**config.mk**
```make
export PLATFORM = sky130hd
export DESIGN_NAME = iia_ctrl
export DESIGN_NICKNAME = d
export VERILOG_FILES = /design/src/iia_pkg.sv /design/src/iia_ctrl.sv
export SDC_FILE = /design/constraint.sdc
export NUM_CORES = 1
export LEC_CHECK = 0
export ABC_CLOCK_PERIOD_IN_PS = 5200
export BUFFER_PORTS_ARGS = -buffer_cell sky130_fd_sc_hd__buf_4
export CAP_MARGIN = 20
export CORE_MARGIN = 1
export CORE_UTILIZATION = 32
export DETAILED_ROUTE_END_ITERATION = 12
export SKIP_CTS_REPAIR_TIMING = 1
export SYNTH_ARGS = -nofsm -noshare
export SYNTH_HDL_FRONTEND = slang
export SYNTH_SLANG_ARGS = --single-unit
```
**constraint.sdc**
```tcl
create_clock -name clk -period 5.2 [get_ports clk]
set_clock_uncertainty 0.2 [all_clocks]
set_input_delay 0.26 -clock clk [delete_from_list [all_inputs] [get_ports clk]]
set_output_delay 0.26 -clock clk [all_outputs]
set_load 0.005 [all_outputs]
```
**src/iia_pkg.sv**
```systemverilog
// Shared types and constants for the iterative intercept aim point block.
package iia_pkg;

	localparam int IIA_MAX_ITER = 5;
	localparam logic [23:0] SPEED_RESET = 24'd20480;

	localparam int ROOT_W = 33;
	localparam int T_W = 49;
	localparam int ACC_W = 66;
	localparam int PROD_W = 83;
	localparam int SQRT_STEPS = 33;
	localparam int DIV_STEPS = 49;

	typedef enum logic [3:0] {
		OP_NONE,
		OP_LOAD,
		OP_SQ_LO,
		OP_SQ_HI,
		OP_ACC,
		OP_SQRT_INIT,
		OP_SQRT_STEP,
		OP_DIV_INIT,
		OP_DIV_STEP,
		OP_VEL_LO,
		OP_VEL_HI,
		OP_MOVE,
		OP_TRV_LO,
		OP_TRV_HI,
		OP_OUT
	} op_t;

	typedef struct packed {
		op_t op;
		logic [1:0] comp;
		logic in_ready;
	} cmd_t;

	typedef struct packed {
		logic miss_gt;
		logic out_busy;
	} stat_t;

	typedef struct packed {
		logic signed [31:0] aim_x;
		logic signed [31:0] aim_y;
		logic signed [31:0] aim_z;
		logic signed [31:0] vel_x;
		logic signed [31:0] vel_y;
		logic signed [31:0] vel_z;
		logic [30:0] hit_radius;
		logic signed [31:0] shooter_x;
		logic signed [31:0] shooter_y;
		logic signed [31:0] shooter_z;
	} in_word_t;

	typedef struct packed {
		logic signed [31:0] lead_x;
		logic signed [31:0] lead_y;
		logic signed [31:0] lead_z;
	} out_word_t;

endpackage

```
**src/iia_ctrl.sv**
```systemverilog
// Sequencer for intercept passes: at most one datapath command per cycle.
module iia_ctrl import iia_pkg::*; #(
	parameter int MAX_ITERATIONS = IIA_MAX_ITER
) (
	input  logic  clk,
	input  logic  arst_n,
	input  logic  in_valid,
	input  stat_t stat,
	output cmd_t  cmd
);
	localparam int IW = $clog2(MAX_ITERATIONS + 1);

	typedef enum logic [14:0] {
		S_IDLE      = 15'h0001,
		S_SQ_LO     = 15'h0002,
		S_SQ_HI     = 15'h0004,
		S_SQ_ACC    = 15'h0008,
		S_SQRT_INIT = 15'h0010,
		S_SQRT      = 15'h0020,
		S_DIV_INIT  = 15'h0040,
		S_DIV       = 15'h0080,
		S_VEL_LO    = 15'h0100,
		S_VEL_HI    = 15'h0200,
		S_MOVE      = 15'h0400,
		S_TRV_LO    = 15'h0800,
		S_TRV_HI    = 15'h1000,
		S_MISS      = 15'h2000,
		S_FIN       = 15'h4000
	} state_t;

	state_t state_q, state_d;
	logic [1:0] comp_q, comp_d;
	logic [5:0] cnt_q, cnt_d;
	logic [IW-1:0] iter_q, iter_d;
	logic phase_q, phase_d;
	logic [IW-1:0] iter_nx;

	assign iter_nx = iter_q + IW'(1);

	always_comb begin
		state_d = state_q;
		comp_d = comp_q;
		cnt_d = cnt_q;
		iter_d = iter_q;
		phase_d = phase_q;
		cmd.op = OP_NONE;
		cmd.comp = comp_q;
		cmd.in_ready = 1'b0;
		case (state_q)
			S_IDLE: begin
				cmd.in_ready = 1'b1;
				if (in_valid) begin
					cmd.op = OP_LOAD;
					comp_d = 2'd0;
					phase_d = 1'b0;
					iter_d = '0;
					state_d = S_SQ_LO;
				end
			end
			S_SQ_LO: begin
				cmd.op = OP_SQ_LO;
				state_d = S_SQ_HI;
			end
			S_SQ_HI: begin
				cmd.op = OP_SQ_HI;
				state_d = S_SQ_ACC;
			end
			S_SQ_ACC: begin
				cmd.op = OP_ACC;
				if (comp_q == 2'd2) begin
					comp_d = 2'd0;
					state_d = S_SQRT_INIT;
				end else begin
					comp_d = comp_q + 2'd1;
					state_d = S_SQ_LO;
				end
			end
			S_SQRT_INIT: begin
				cmd.op = OP_SQRT_INIT;
				cnt_d = '0;
				state_d = S_SQRT;
			end
			S_SQRT: begin
				cmd.op = OP_SQRT_STEP;
				cnt_d = cnt_q + 6'd1;
				if (cnt_q == 6'(SQRT_STEPS - 1))
					state_d = phase_q ? S_TRV_LO : S_DIV_INIT;
			end
			S_DIV_INIT: begin
				cmd.op = OP_DIV_INIT;
				cnt_d = '0;
				state_d = S_DIV;
			end
			S_DIV: begin
				cmd.op = OP_DIV_STEP;
				cnt_d = cnt_q + 6'd1;
				if (cnt_q == 6'(DIV_STEPS - 1)) begin
					comp_d = 2'd0;
					state_d = S_VEL_LO;
				end
			end
			S_VEL_LO: begin
				cmd.op = OP_VEL_LO;
				state_d = S_VEL_HI;
			end
			S_VEL_HI: begin
				cmd.op = OP_VEL_HI;
				state_d = S_MOVE;
			end
			S_MOVE: begin
				cmd.op = OP_MOVE;
				if (comp_q == 2'd2) begin
					comp_d = 2'd0;
					phase_d = 1'b1;
					state_d = S_SQ_LO;
				end else begin
					comp_d = comp_q + 2'd1;
					state_d = S_VEL_LO;
				end
			end
			S_TRV_LO: begin
				cmd.op = OP_TRV_LO;
				state_d = S_TRV_HI;
			end
			S_TRV_HI: begin
				cmd.op = OP_TRV_HI;
				state_d = S_MISS;
			end
			S_MISS: begin
				iter_d = iter_nx;
				// another pass only while the miss is too large and passes remain
				if (stat.miss_gt && (int'(iter_nx) < MAX_ITERATIONS)) begin
					phase_d = 1'b0;
					comp_d = 2'd0;
					state_d = S_SQ_LO;
				end else begin
					state_d = S_FIN;
				end
			end
			S_FIN: begin
				if (!stat.out_busy) begin
					cmd.op = OP_OUT;
					state_d = S_IDLE;
				end
			end
			default: state_d = S_IDLE;
		endcase
	end

	always_ff @(posedge clk or negedge arst_n) begin
		if (!arst_n) begin
			state_q <= S_IDLE;
			comp_q <= '0;
			cnt_q <= '0;
			iter_q <= '0;
			phase_q <= 1'b0;
		end else begin
			state_q <= state_d;
			comp_q <= comp_d;
			cnt_q <= cnt_d;
			iter_q <= iter_d;
			phase_q <= phase_d;
		end
	end

endmodule

```
==> metrics.txt, run 1 <==
# TYPE chip_impl_metric gauge
chip_impl_metric{name="syn-instance-count",unit=""} 189
chip_impl_metric{name="avgSynthCellArea",unit="sq um"} 9.33
chip_impl_metric{name="wire_length_of_the_first_global_routing_pass",unit="mm"} 7.14
chip_impl_info{name="crit_path_end_kind",value="output pin"} 1
chip_impl_metric{name="pre_cts_slack",unit="ps"} 2600
chip_impl_metric{name="worst_pin_slew",unit="ps"} 798
chip_impl_info{name="setup.worst_path.start_class",value="register"} 1
chip_impl_metric{name="final_core_util",unit="%"} 36.9
chip_impl_info{name="post-synth-top-area-cell",value="dfrtp_1"} 1
chip_impl_info{name="outcome",value="completed"} 1
chip_impl_info{name="synth-main-ff-cell",value="dfrtp_1"} 1
chip_impl_metric{name="asyncSetResetFlopFracSynth",unit="%"} 100
chip_impl_metric{name="antenna_cells_inserted",unit=""} 0
chip_impl_metric{name="synth_top_area_share",unit="%"} 36.9
chip_impl_metric{name="fin_hold_ws",unit="ps"} 148
chip_impl_info{name="cts_tree",value="done"} 1
chip_impl_metric{name="drt_first_pass_iters",unit=""} 4
chip_impl_metric{name="gr-total-overflow",unit=""} 0
chip_impl_metric{name="syn_to_final_growth",unit="%"} 8.94
chip_impl_metric{name="critPathRequiredTime",unit="ps"} 4740
chip_impl_metric{name="grtUsageTotal",unit="%"} 15.5
chip_impl_metric{name="timing.final.max_slew_violations",unit=""} 0
chip_impl_info{name="critical_path_class",value="reg2out"} 1
chip_impl_metric{name="power_density",unit="mW/mm^2"} 311
chip_impl_info{name="grt_setup_unrepaired",value="no"} 1
chip_impl_metric{name="port-buffer-count",unit=""} 11
chip_impl_metric{name="worst-path-max-fanout",unit=""} 9
chip_impl_metric{name="report.final.hold_viol_count",unit=""} 0
chip_impl_info{name="netlist_top_cells_area",value="dfrtp_1 37%, mux2i_1 3.4%, nor2_1 3.4%"} 1
chip_impl_metric{name="antenna_violations_before_repair",unit=""} 0
chip_impl_metric{name="drc",unit=""} 0
chip_impl_metric{name="coreArea",unit="sq mm"} 0.00520
chip_impl_metric{name="final.fill_count",unit=""} 536
chip_impl_info{name="hold_start",value="in_valid"} 1
chip_impl_metric{name="hpwlAfterDp",unit="mm"} 3.06
chip_impl_metric{name="synth-warning-count",unit=""} 0
chip_impl_metric{name="die_width",unit="microns"} 76.3
chip_impl_metric{name="place_congestion",unit=""} 0.959
chip_impl_metric{name="period_share",unit="%"} 57.5
chip_impl_metric{name="clock_insertion_delay_worst_skew",unit="ps"} 280
chip_impl_metric{name="cts.htree.levels",unit=""} 1
chip_impl_metric{name="vdd_drop_max",unit="uV"} 127
chip_impl_metric{name="detail-route-antenna-nets",unit=""} 0
chip_impl_metric{name="num_vias",unit=""} 1502
chip_impl_metric{name="worst_ep_arrival_time",unit="ps"} 2530
chip_impl_metric{name="finalSetupViolations",unit=""} 0
chip_impl_metric{name="die_y",unit="microns"} 76.3
chip_impl_metric{name="hold-path-cell-count",unit=""} 4
chip_impl_metric{name="synth_edf_count",unit=""} 0
chip_impl_metric{name="finalWirelength",unit="mm"} 4.11
chip_impl_info{name="worst_r2r_startpoint",value="state_q[3]"} 1
chip_impl_metric{name="fmaxAchievable",unit="MHz"} 334
chip_impl_metric{name="placement_rows",unit=""} 26
chip_impl_metric{name="cts-buffers-inserted",unit=""} 3
chip_impl_metric{name="netlist-cell-type-count",unit=""} 50
chip_impl_metric{name="starting_density_of_the_core",unit="%"} 33.9
chip_impl_metric{name="drt_iter0_markers",unit=""} 289
chip_impl_metric{name="drive_gt1_share",unit="%"} 14.4
chip_impl_metric{name="final_critical_path_setup_slack",unit="ps"} 2210
chip_impl_info{name="worst_hold_end",value="state_q[0]"} 1
chip_impl_metric{name="worst_r2r_path_depth",unit=""} 5
chip_impl_metric{name="grt_pass1_vias",unit=""} 1433
chip_impl_metric{name="totalNegativeSetupSlack",unit="ps"} 0
chip_impl_metric{name="detail_route.wl_per_cell",unit="microns"} 15.6
chip_impl_info{name="cts-root-buf",value="clkbuf_8"} 1
chip_impl_metric{name="leakagePower",unit="uW"} 0.000821
chip_impl_metric{name="ios",unit=""} 12
chip_impl_metric{name="reg2reg_slack",unit="ps"} 2600
chip_impl_info{name="worstHoldPathType",value="in2reg"} 1
chip_impl_info{name="crit-reg2reg-capture",value="state_q[1]"} 1
chip_impl_metric{name="synth_seq_area_share",unit="%"} 38.4
chip_impl_metric{name="maximum_buffer_depth_of_the_clock_tree",unit=""} 2
chip_impl_metric{name="finalNetCount",unit=""} 203
chip_impl_metric{name="fp.dieArea",unit="sq mm"} 0.00581
chip_impl_metric{name="post_drt_via_cell_ratio",unit=""} 5.69
chip_impl_metric{name="grt_max_degree",unit=""} 28
chip_impl_metric{name="final.min_clock_period",unit="ps"} 2990
chip_impl_metric{name="cap_viol_max_count",unit=""} 0
chip_impl_metric{name="syn_area",unit="sq mm"} 0.00176
chip_impl_metric{name="ys_seq_elements",unit=""} 27
chip_impl_metric{name="cts_num_sinks",unit=""} 27
chip_impl_metric{name="syn_nets",unit=""} 197
chip_impl_metric{name="clkTransAtPathRegs",unit="ps"} 100
chip_impl_metric{name="max-slew-margin-rel",unit="%"} 46.3
## worst max-delay path by stage
stage	slack [ps]	start	depth (start not counted)	to
5_1_grt	2080	state_q[3]	6	cmd[5]
2_1_floorplan	2820	state_q[11]	7	state_q[8]
4_1_cts	2250	state_q[3]	6	cmd[5]
6_report	2210	state_q[3]	6	cmd[5]
3_5_place_dp	2600	state_q[3]	6	cmd[5]
3_3_place_gp	2540	state_q[3]	6	cmd[5]
## power breakdown
part,switching [uW],internal [uW],total (uW)
combinational,124,97.9,222
sequential,23.4,228,251
clock,71.4,53.9,125
## per-layer routing
| metal | share of wire, % | global-route usage (%) |
|---|---|---|
| met2 | 43 | 22.4 |
| met3 | 8.1 | 3.47 |
| met4 | 1.7 | 6.73 |
| met1 | 47 | 21.9 |
| met5 | 0 | 0 |
## critical path: stages, from the launching register on
cell       delay (ps)
dfrtp_1           500
or4_1             700
or4_1             480
nor2_1            200
a21oi_1           110
nand4bb_1         140
buf_4             120
## state kept, by name (all words and copies together), names as in the netlist
name     count
state_q     15
iter_q       3
comp_q       2
phase_q      1
cnt_q        6
## cell families after synthesis
group / after synthesis / synth area share [%]
buf+inv: 18 / 5.39
simple gates: 92 / 31.6
fa+ha+maj: 3 / 2.13
flops: 27 / 38.4
xor+xnor: 8 / 3.97
compound gates: 35 / 15.2
mux: 6 / 3.40
## placed cells by master (no fill, tap or decap), types with 4 or more instances in the layout
cell / instances
nor3_1: 9
mux2i_1: 6
dfrtp_1: 26
nor4_1: 7
xnor2_1: 5
nor2_1: 16
nand2b_1: 5
a21oi_1: 6
o21ai_0: 8
a22o_1: 4
inv_1: 7
buf_4: 11
or4_1: 5
nand2_1: 11
nand4_1: 4
nand3_1: 7
## cell type report
class | instances | area (sq um) | area share [%]
multi-input combinational | 144 | 992 | 51.6
clock buffer | 3 | 41.3 | 2.15
tap | 70 | 87.6 | 4.56
timing repair buffer | 12 | 92.6 | 4.82
clock inverter | 1 | 5.00 | 0.260
inverter | 7 | 26.3 | 1.37
sequential | 27 | 677 | 35.2
## synth_stat cells, types with 2 or more instances
| library cell | count |
|---|---|
| a22o_1 | 4 |
| mux2i_1 | 6 |
| o21ai_0 | 8 |
| nand2_1 | 11 |
| nand3b_1 | 3 |
| buf_6 | 3 |
| ha_1 | 3 |
| nor4b_1 | 3 |
| a21oi_1 | 6 |
| nor3_1 | 9 |
| clkbuf_1 | 4 |
| nand2b_1 | 5 |
| inv_1 | 7 |
| nor4_1 | 7 |
| a211oi_1 | 2 |
| a2111oi_0 | 3 |
| or4b_2 | 2 |
| and2_1 | 3 |
| buf_2 | 4 |
| or4_1 | 5 |
| nor4_2 | 2 |
| xnor2_1 | 5 |
| nor2_1 | 16 |
| or4_4 | 2 |
| or3_1 | 3 |
| a22oi_1 | 2 |
| xor2_1 | 3 |
| and4b_1 | 2 |
| dfrtp_1 | 26 |
| nand4_1 | 4 |
| nand3_1 | 7 |
## through the flow
| stage | cell area [sq um] | cells | total power, uW |
|---|---|---|---|
| after floorplan | 1760 | 189 | 403 |
| after global placement | 1870 | 259 | 475 |
| after detailed placement | 1870 | 259 | 470 |
| after CTS | 1910 | 263 | 599 |
| after global routing | 1920 | 264 | 640 |
| final | 1920 | 264 | 598 |
Note: power is estimated with default switching activity, not from simulation.
==> inputs of run 2 (changes only) <==
Settings changed: ABC_CLOCK_PERIOD_IN_PS 5200 to 2600.
Clock period 5.2 ns to 2.6 ns, I/O delays scaled along.
==> run 2 against run 1 <==
  * Design area rose by 12%
  * Worst setup slack got worse by 2200 ps
  * Power rose by 120%
  * Register-to-register slack got worse by 2500 ps
  * Via count rose by 4.3%
  * Count of clock-buffer cells in the layout rose by 1
  * Cell count rose by 8.7%
  * Die area did not move
  * Critical path depth fell by 1
==> metrics.txt, run 2 (same netlist as run 1, synthesis figures left out) <==
# TYPE chip_impl_metric gauge
chip_impl_metric{name="placement_rows",unit=""} 26
chip_impl_metric{name="power_density",unit="mW/mm^2"} 622
chip_impl_info{name="outcome",value="completed"} 1
chip_impl_metric{name="final_core_util",unit="%"} 41.4
chip_impl_metric{name="final.min_clock_period",unit="ps"} 2550
chip_impl_info{name="crit-reg2reg-capture",value="state_q[1]"} 1
chip_impl_metric{name="gr-total-overflow",unit=""} 0
chip_impl_metric{name="cts_num_sinks",unit=""} 27
chip_impl_metric{name="groute.layer.met3.usage",unit="%"} 1.80
chip_impl_metric{name="cap_viol_max_count",unit=""} 0
chip_impl_metric{name="die_y",unit="microns"} 76.3
chip_impl_metric{name="post_drt_via_cell_ratio",unit=""} 5.46
chip_impl_metric{name="finalWirelength",unit="mm"} 4.38
chip_impl_metric{name="finalSetupViolations",unit=""} 0
chip_impl_metric{name="starting_density_of_the_core",unit="%"} 33.9
chip_impl_info{name="hold_start",value="in_valid"} 1
chip_impl_metric{name="clkTransAtPathRegs",unit="ps"} 90
chip_impl_metric{name="internal_power",unit="uW"} 866
chip_impl_info{name="worstHoldPathType",value="in2reg"} 1
chip_impl_metric{name="drive_gt1_share",unit="%"} 29.0
chip_impl_info{name="crit_path_end_kind",value="output pin"} 1
chip_impl_metric{name="power.combinational.fraction",unit="%"} 43.7
chip_impl_metric{name="reg2reg_slack",unit="ps"} 130
chip_impl_metric{name="share_seq_of_total_power",unit="%"} 37.7
chip_impl_metric{name="cts.htree.levels",unit=""} 1
chip_impl_metric{name="fp.dieArea",unit="sq mm"} 0.00581
chip_impl_metric{name="drt_first_pass_iters",unit=""} 4
chip_impl_metric{name="max-slew-margin-rel",unit="%"} 70.6
chip_impl_metric{name="timing.final.max_slew_violations",unit=""} 0
chip_impl_metric{name="place_congestion",unit=""} 0.937
chip_impl_info{name="cts_tree",value="done"} 1
chip_impl_metric{name="hold-path-cell-count",unit=""} 4
chip_impl_metric{name="wire_length_of_the_first_global_routing_pass",unit="mm"} 6.91
chip_impl_metric{name="switching_power",unit="uW"} 476
chip_impl_metric{name="fmaxAchievable",unit="MHz"} 392
chip_impl_metric{name="hpwlAfterDp",unit="mm"} 3.23
chip_impl_metric{name="drt_iter0_markers",unit=""} 178
chip_impl_metric{name="critPathRequiredTime",unit="ps"} 2270
chip_impl_metric{name="vdd_drop_max",unit="uV"} 217
chip_impl_metric{name="power.switching_fraction",unit="%"} 35.5
chip_impl_info{name="largestRegisters",value="state_q (15), cnt_q (6), iter_q (3)"} 1
chip_impl_info{name="mostFrequentLayoutCell",value="buf_4"} 1
chip_impl_metric{name="power.total",unit="uW"} 1340
chip_impl_info{name="grt_setup_unrepaired",value="yes"} 1
chip_impl_metric{name="maximum_buffer_depth_of_the_clock_tree",unit=""} 2
chip_impl_metric{name="detail-route-antenna-nets",unit=""} 0
chip_impl_info{name="layout_common_cells",value="34 x buf_4, 23 x dfrtp_1, 14 x nor2_1"} 1
chip_impl_metric{name="worst_pin_slew",unit="ps"} 437
chip_impl_metric{name="worst-path-max-fanout",unit=""} 5
chip_impl_metric{name="grtUsageTotal",unit="%"} 15.1
chip_impl_metric{name="report.final.hold_viol_count",unit=""} 0
chip_impl_metric{name="antenna_violations_before_repair",unit=""} 0
chip_impl_info{name="critical_path_class",value="reg2out"} 1
chip_impl_info{name="worst_hold_end",value="state_q[0]"} 1
chip_impl_info{name="grt_busiest_layer",value="met2"} 1
chip_impl_info{name="setup.worst_path.start_class",value="register"} 1
chip_impl_metric{name="port-buffer-count",unit=""} 11
chip_impl_metric{name="max_reg_flops",unit=""} 15
chip_impl_metric{name="grt_pass1_vias",unit=""} 1429
chip_impl_metric{name="worst_r2r_path_depth",unit=""} 7
chip_impl_info{name="cts-root-buf",value="clkbuf_8"} 1
chip_impl_metric{name="cts-buffers-inserted",unit=""} 3
chip_impl_metric{name="coreArea",unit="sq mm"} 0.00520
chip_impl_metric{name="syn_to_final_growth",unit="%"} 22.3
chip_impl_metric{name="worst_ep_arrival_time",unit="ps"} 2220
chip_impl_metric{name="groute.layer.met1.usage",unit="%"} 21.6
chip_impl_metric{name="finalNetCount",unit=""} 226
chip_impl_metric{name="clock_insertion_delay_worst_skew",unit="ps"} 280
chip_impl_info{name="max_flop_register",value="state_q"} 1
chip_impl_metric{name="ios",unit=""} 12
chip_impl_metric{name="grt_max_degree",unit=""} 28
chip_impl_metric{name="power.share.clock",unit="%"} 18.6
chip_impl_metric{name="antenna_cells_inserted",unit=""} 0
chip_impl_metric{name="num_vias",unit=""} 1567
chip_impl_metric{name="detail_route.wl_per_cell",unit="microns"} 15.3
chip_impl_info{name="worst_r2r_startpoint",value="state_q[8]"} 1
chip_impl_metric{name="period_share",unit="%"} 98.1
chip_impl_metric{name="die_width",unit="microns"} 76.3
chip_impl_metric{name="drc",unit=""} 0
chip_impl_metric{name="final.fill_count",unit=""} 529
chip_impl_metric{name="globalRouteMet2Util",unit="%"} 23.0
chip_impl_metric{name="leakagePower",unit="uW"} 0.000942
run 2: cell count changes in the layout (fill, tap and decap cells not counted), sizes merged:
cell,change
clkbuf,+1
buf,+23
clkinv,-1
run 2: routing by layer:
layer  share of wire [%]  vias to the layer above  wire, microns
li1                    -                      766              -
met1                  49                      750           2140
met2                  44                       45           1920
met3                 5.8                        6            252
met4                 1.5                        0             65
met5                   0                        -              0
run 2: layout make-up:
type | instances | area, sq um | share of cell area [%]
multi-input combinational | 144 | 1050 | 48.8
sequential | 27 | 681 | 31.6
clock buffer | 4 | 45.0 | 2.09
inverter | 7 | 26.3 | 1.22
timing repair buffer | 35 | 265 | 12.3
tap | 70 | 87.6 | 4.06
run 2: worst max-delay path by stage:
stage | startpoint | endpoint | depth (start not counted)
floorplan | state_q[11] | state_q[8] | 7
global route | state_q[2] | cmd[6] | 5
global placement | state_q[2] | state_q[8] | 5
finish | state_q[8] | cmd[5] | 5
detailed placement | state_q[2] | state_q[11] | 5
CTS | state_q[2] | cmd[5] | 5
run 2: critical path: stages, from the launching register on:
cell and delay, ps:
dfrtp_1 410, or4_4 570, or4_4 600, o21ai_2 100
nand4bb_1 150, buf_4 110
run 2: through the flow:
| stage | setup WS, ps | TNS (ps) | instances | cell area (sq um) | hold slack, ps |
|---|---|---|---|---|---|
| detailed placement | 108 | 0 | 274 | 1980 | -126 |
| CTS | -161 | -462 | 278 | 2020 | -434 |
| global placement | 165 | 0 | 274 | 1980 | -127 |
| floorplan | 225 | 0 | 189 | 1760 | -366 |
| global route | -11.3 | -11.3 | 287 | 2160 | 29.4 |
| finish | 49.5 | 0 | 287 | 2160 | 33.2 |
run 2: power groups by stage:
| stage | clock [uW] | combinational [uW] | sequential, uW |
|---|---|---|---|
| finish | 250 | 586 | 506 |
| global route | 276 | 631 | 510 |
| CTS | 257 | 497 | 500 |
| detailed placement | 0 | 495 | 508 |
| global placement | 0 | 499 | 508 |
| floorplan | 0 | 310 | 495 |
==> inputs of run 3 (changes only) <==
Settings changed: BUFFER_PORTS_ARGS -buffer_cell sky130_fd_sc_hd__buf_4 to -buffer_cell sky130_fd_sc_hd__buf_2.
==> run 3 against run 2 <==
  * Critical path depth unchanged
  * Worst setup slack got worse by 22 ps
  * Flip-flop and latch count unchanged
  * Critical endpoint is now cmd[6]
  * First-iteration DRC count decreased by 20%
  * Routed wire length rose by 3.6%
  * Register-to-register slack improved by 30 ps
  * Die area is the same
  * Cell count up 1.4%
  * Highest routed layer unchanged
  * Non-clock buffer count increased by 4
==> metrics.txt, run 3 (same netlist as run 1, synthesis figures left out) <==
# TYPE chip_impl_metric gauge
chip_impl_info{name="worstHoldPathType",value="in2reg"} 1
chip_impl_metric{name="post_drt_via_cell_ratio",unit=""} 5.43
chip_impl_metric{name="max-slew-margin-rel",unit="%"} 57.4
chip_impl_metric{name="cts_num_sinks",unit=""} 27
chip_impl_metric{name="ios",unit=""} 12
chip_impl_info{name="crit_path_end_kind",value="output pin"} 1
chip_impl_metric{name="stdcell_count",unit=""} 291
chip_impl_metric{name="finalSetupViolations",unit=""} 0
chip_impl_metric{name="leakagePower",unit="uW"} 0.000965
chip_impl_metric{name="coreArea",unit="sq mm"} 0.00520
chip_impl_metric{name="fmaxAchievable",unit="MHz"} 389
chip_impl_info{name="setup.worst_path.start_class",value="register"} 1
chip_impl_metric{name="hpwlAfterDp",unit="mm"} 3.18
chip_impl_metric{name="critPathRequiredTime",unit="ps"} 2270
chip_impl_metric{name="cts.htree.levels",unit=""} 1
chip_impl_metric{name="clkTransAtPathRegs",unit="ps"} 100
chip_impl_metric{name="gr-total-overflow",unit=""} 0
chip_impl_info{name="cts-root-buf",value="clkbuf_8"} 1
chip_impl_metric{name="drt_first_pass_iters",unit=""} 4
chip_impl_metric{name="cap_viol_max_count",unit=""} 0
chip_impl_metric{name="final.fill_count",unit=""} 516
chip_impl_metric{name="wire_length_of_the_first_global_routing_pass",unit="mm"} 7.00
chip_impl_metric{name="starting_density_of_the_core",unit="%"} 33.9
chip_impl_info{name="mostFrequentLayoutCell",value="buf_4"} 1
chip_impl_metric{name="max_reg_flops",unit=""} 15
chip_impl_metric{name="final.min_clock_period",unit="ps"} 2570
chip_impl_metric{name="hold-path-cell-count",unit=""} 4
chip_impl_metric{name="power_density",unit="mW/mm^2"} 628
chip_impl_metric{name="reg2reg_slack",unit="ps"} 160
chip_impl_metric{name="antenna_cells_inserted",unit=""} 0
chip_impl_metric{name="die_width",unit="microns"} 76.3
chip_impl_metric{name="detailed_place.area",unit="sq mm"} 0.00195
chip_impl_metric{name="port-buffer-count",unit=""} 11
chip_impl_metric{name="worst_ep_arrival_time",unit="ps"} 2240
chip_impl_metric{name="grt_pass1_vias",unit=""} 1451
chip_impl_metric{name="timing.final.max_slew_violations",unit=""} 0
chip_impl_metric{name="finalWirelength",unit="mm"} 4.53
chip_impl_info{name="grt_setup_unrepaired",value="yes"} 1
chip_impl_metric{name="report.final.hold_viol_count",unit=""} 0
chip_impl_metric{name="drt_iter0_markers",unit=""} 143
chip_impl_metric{name="placement_rows",unit=""} 26
chip_impl_info{name="outcome",value="completed"} 1
chip_impl_metric{name="num_vias",unit=""} 1580
chip_impl_metric{name="worst_r2r_path_depth",unit=""} 7
chip_impl_metric{name="syn_to_final_growth",unit="%"} 22.8
chip_impl_metric{name="maximum_buffer_depth_of_the_clock_tree",unit=""} 2
chip_impl_metric{name="worst_pin_slew",unit="ps"} 639
chip_impl_metric{name="antenna_violations_before_repair",unit=""} 0
chip_impl_metric{name="finalNetCount",unit=""} 230
chip_impl_metric{name="grt_max_degree",unit=""} 28
chip_impl_metric{name="fp.dieArea",unit="sq mm"} 0.00581
chip_impl_metric{name="die_y",unit="microns"} 76.3
chip_impl_metric{name="clock_insertion_delay_worst_skew",unit="ps"} 280
chip_impl_metric{name="vdd_drop_max",unit="uV"} 293
chip_impl_metric{name="cts-buffers-inserted",unit=""} 3
chip_impl_info{name="largestRegisters",value="state_q (15), cnt_q (6), iter_q (3)"} 1
chip_impl_metric{name="period_share",unit="%"} 99.0
chip_impl_metric{name="drc",unit=""} 0
chip_impl_metric{name="place_congestion",unit=""} 0.910
chip_impl_info{name="layout_common_cells",value="27 x buf_4, 24 x dfrtp_1, 14 x nor2_1"} 1
chip_impl_metric{name="drive_gt1_share",unit="%"} 30.3
chip_impl_metric{name="detail-route-antenna-nets",unit=""} 0
chip_impl_metric{name="worst-path-max-fanout",unit=""} 7
chip_impl_info{name="cts_tree",value="done"} 1
chip_impl_metric{name="grtUsageTotal",unit="%"} 15.3
chip_impl_info{name="max_flop_register",value="state_q"} 1
chip_impl_metric{name="numPlacedInstances",unit=""} 274
chip_impl_metric{name="detail_route.wl_per_cell",unit="microns"} 15.6
chip_impl_info{name="critical_path_class",value="reg2out"} 1
chip_impl_metric{name="post-route-cell-area",unit="sq mm"} 0.00217
## run 3: routing by layer
layer	part of all wire, %	vias up	GRT usage (%)	routed length (microns)
li1	-	771	-	-
met3	3.5	6	2.51	158
met5	0	-	0	0
met1	48	769	21.9	2180
met2	47	34	22.8	2120
met4	1.5	0	5.96	68
## run 3: path summary, 6_finish.rpt
path | from | to
max | state_q[1] | cmd[6]
min | stat[0] | state_q[14]
max reg2reg | state_q[1] | state_q[1]
min reg2reg | phase_q | state_q[6]
max in group asynchronous | arst_n | state_q[7]
min in group asynchronous | arst_n | state_q[13]
## run 3: stage by stage
step           setup slack, ps  utilization, %  hold slack, ps  total power [uW]  setup TNS [ps]
3_5_place_dp               109            37.5           -4.26               982               0
4_1_cts                   -148            38.3            -316              1230            -415
3_3_place_gp               133            37.5           -3.32               989               0
2_1_floorplan              225               -            -366               805               0
6_report                  27.0            41.6            40.5              1360               0
5_1_grt                  -25.6            41.6            52.1              1450           -53.7
## run 3: worst max-delay path, stage by stage, from the launching register on
cell and delay, ps:
dfrtp_1 500, or4_4 500, or4_4 520, o22a_1 210, o21ai_1 90, buf_2 140
## run 3: report_power, final
| group | switching [uW] | total [uW] | leakage [uW] | internal [uW] |
|---|---|---|---|---|
| clock network | 138 | 248 | 0.0000228 | 110 |
| logic | 306 | 609 | 0.000573 | 303 |
| registers | 48.2 | 505 | 0.000369 | 457 |
| total | 492 | 1360 | 0.000965 | 870 |
## run 3: cell type report
type                       count  area (sq um)  area share, %
inverter                       7          26.3           1.21
tap                           70          87.6           4.04
clock buffer                   4          45.0           2.08
sequential                    27           679           31.4
multi-input combinational    144          1060           49.0
timing repair buffer          39           268           12.4
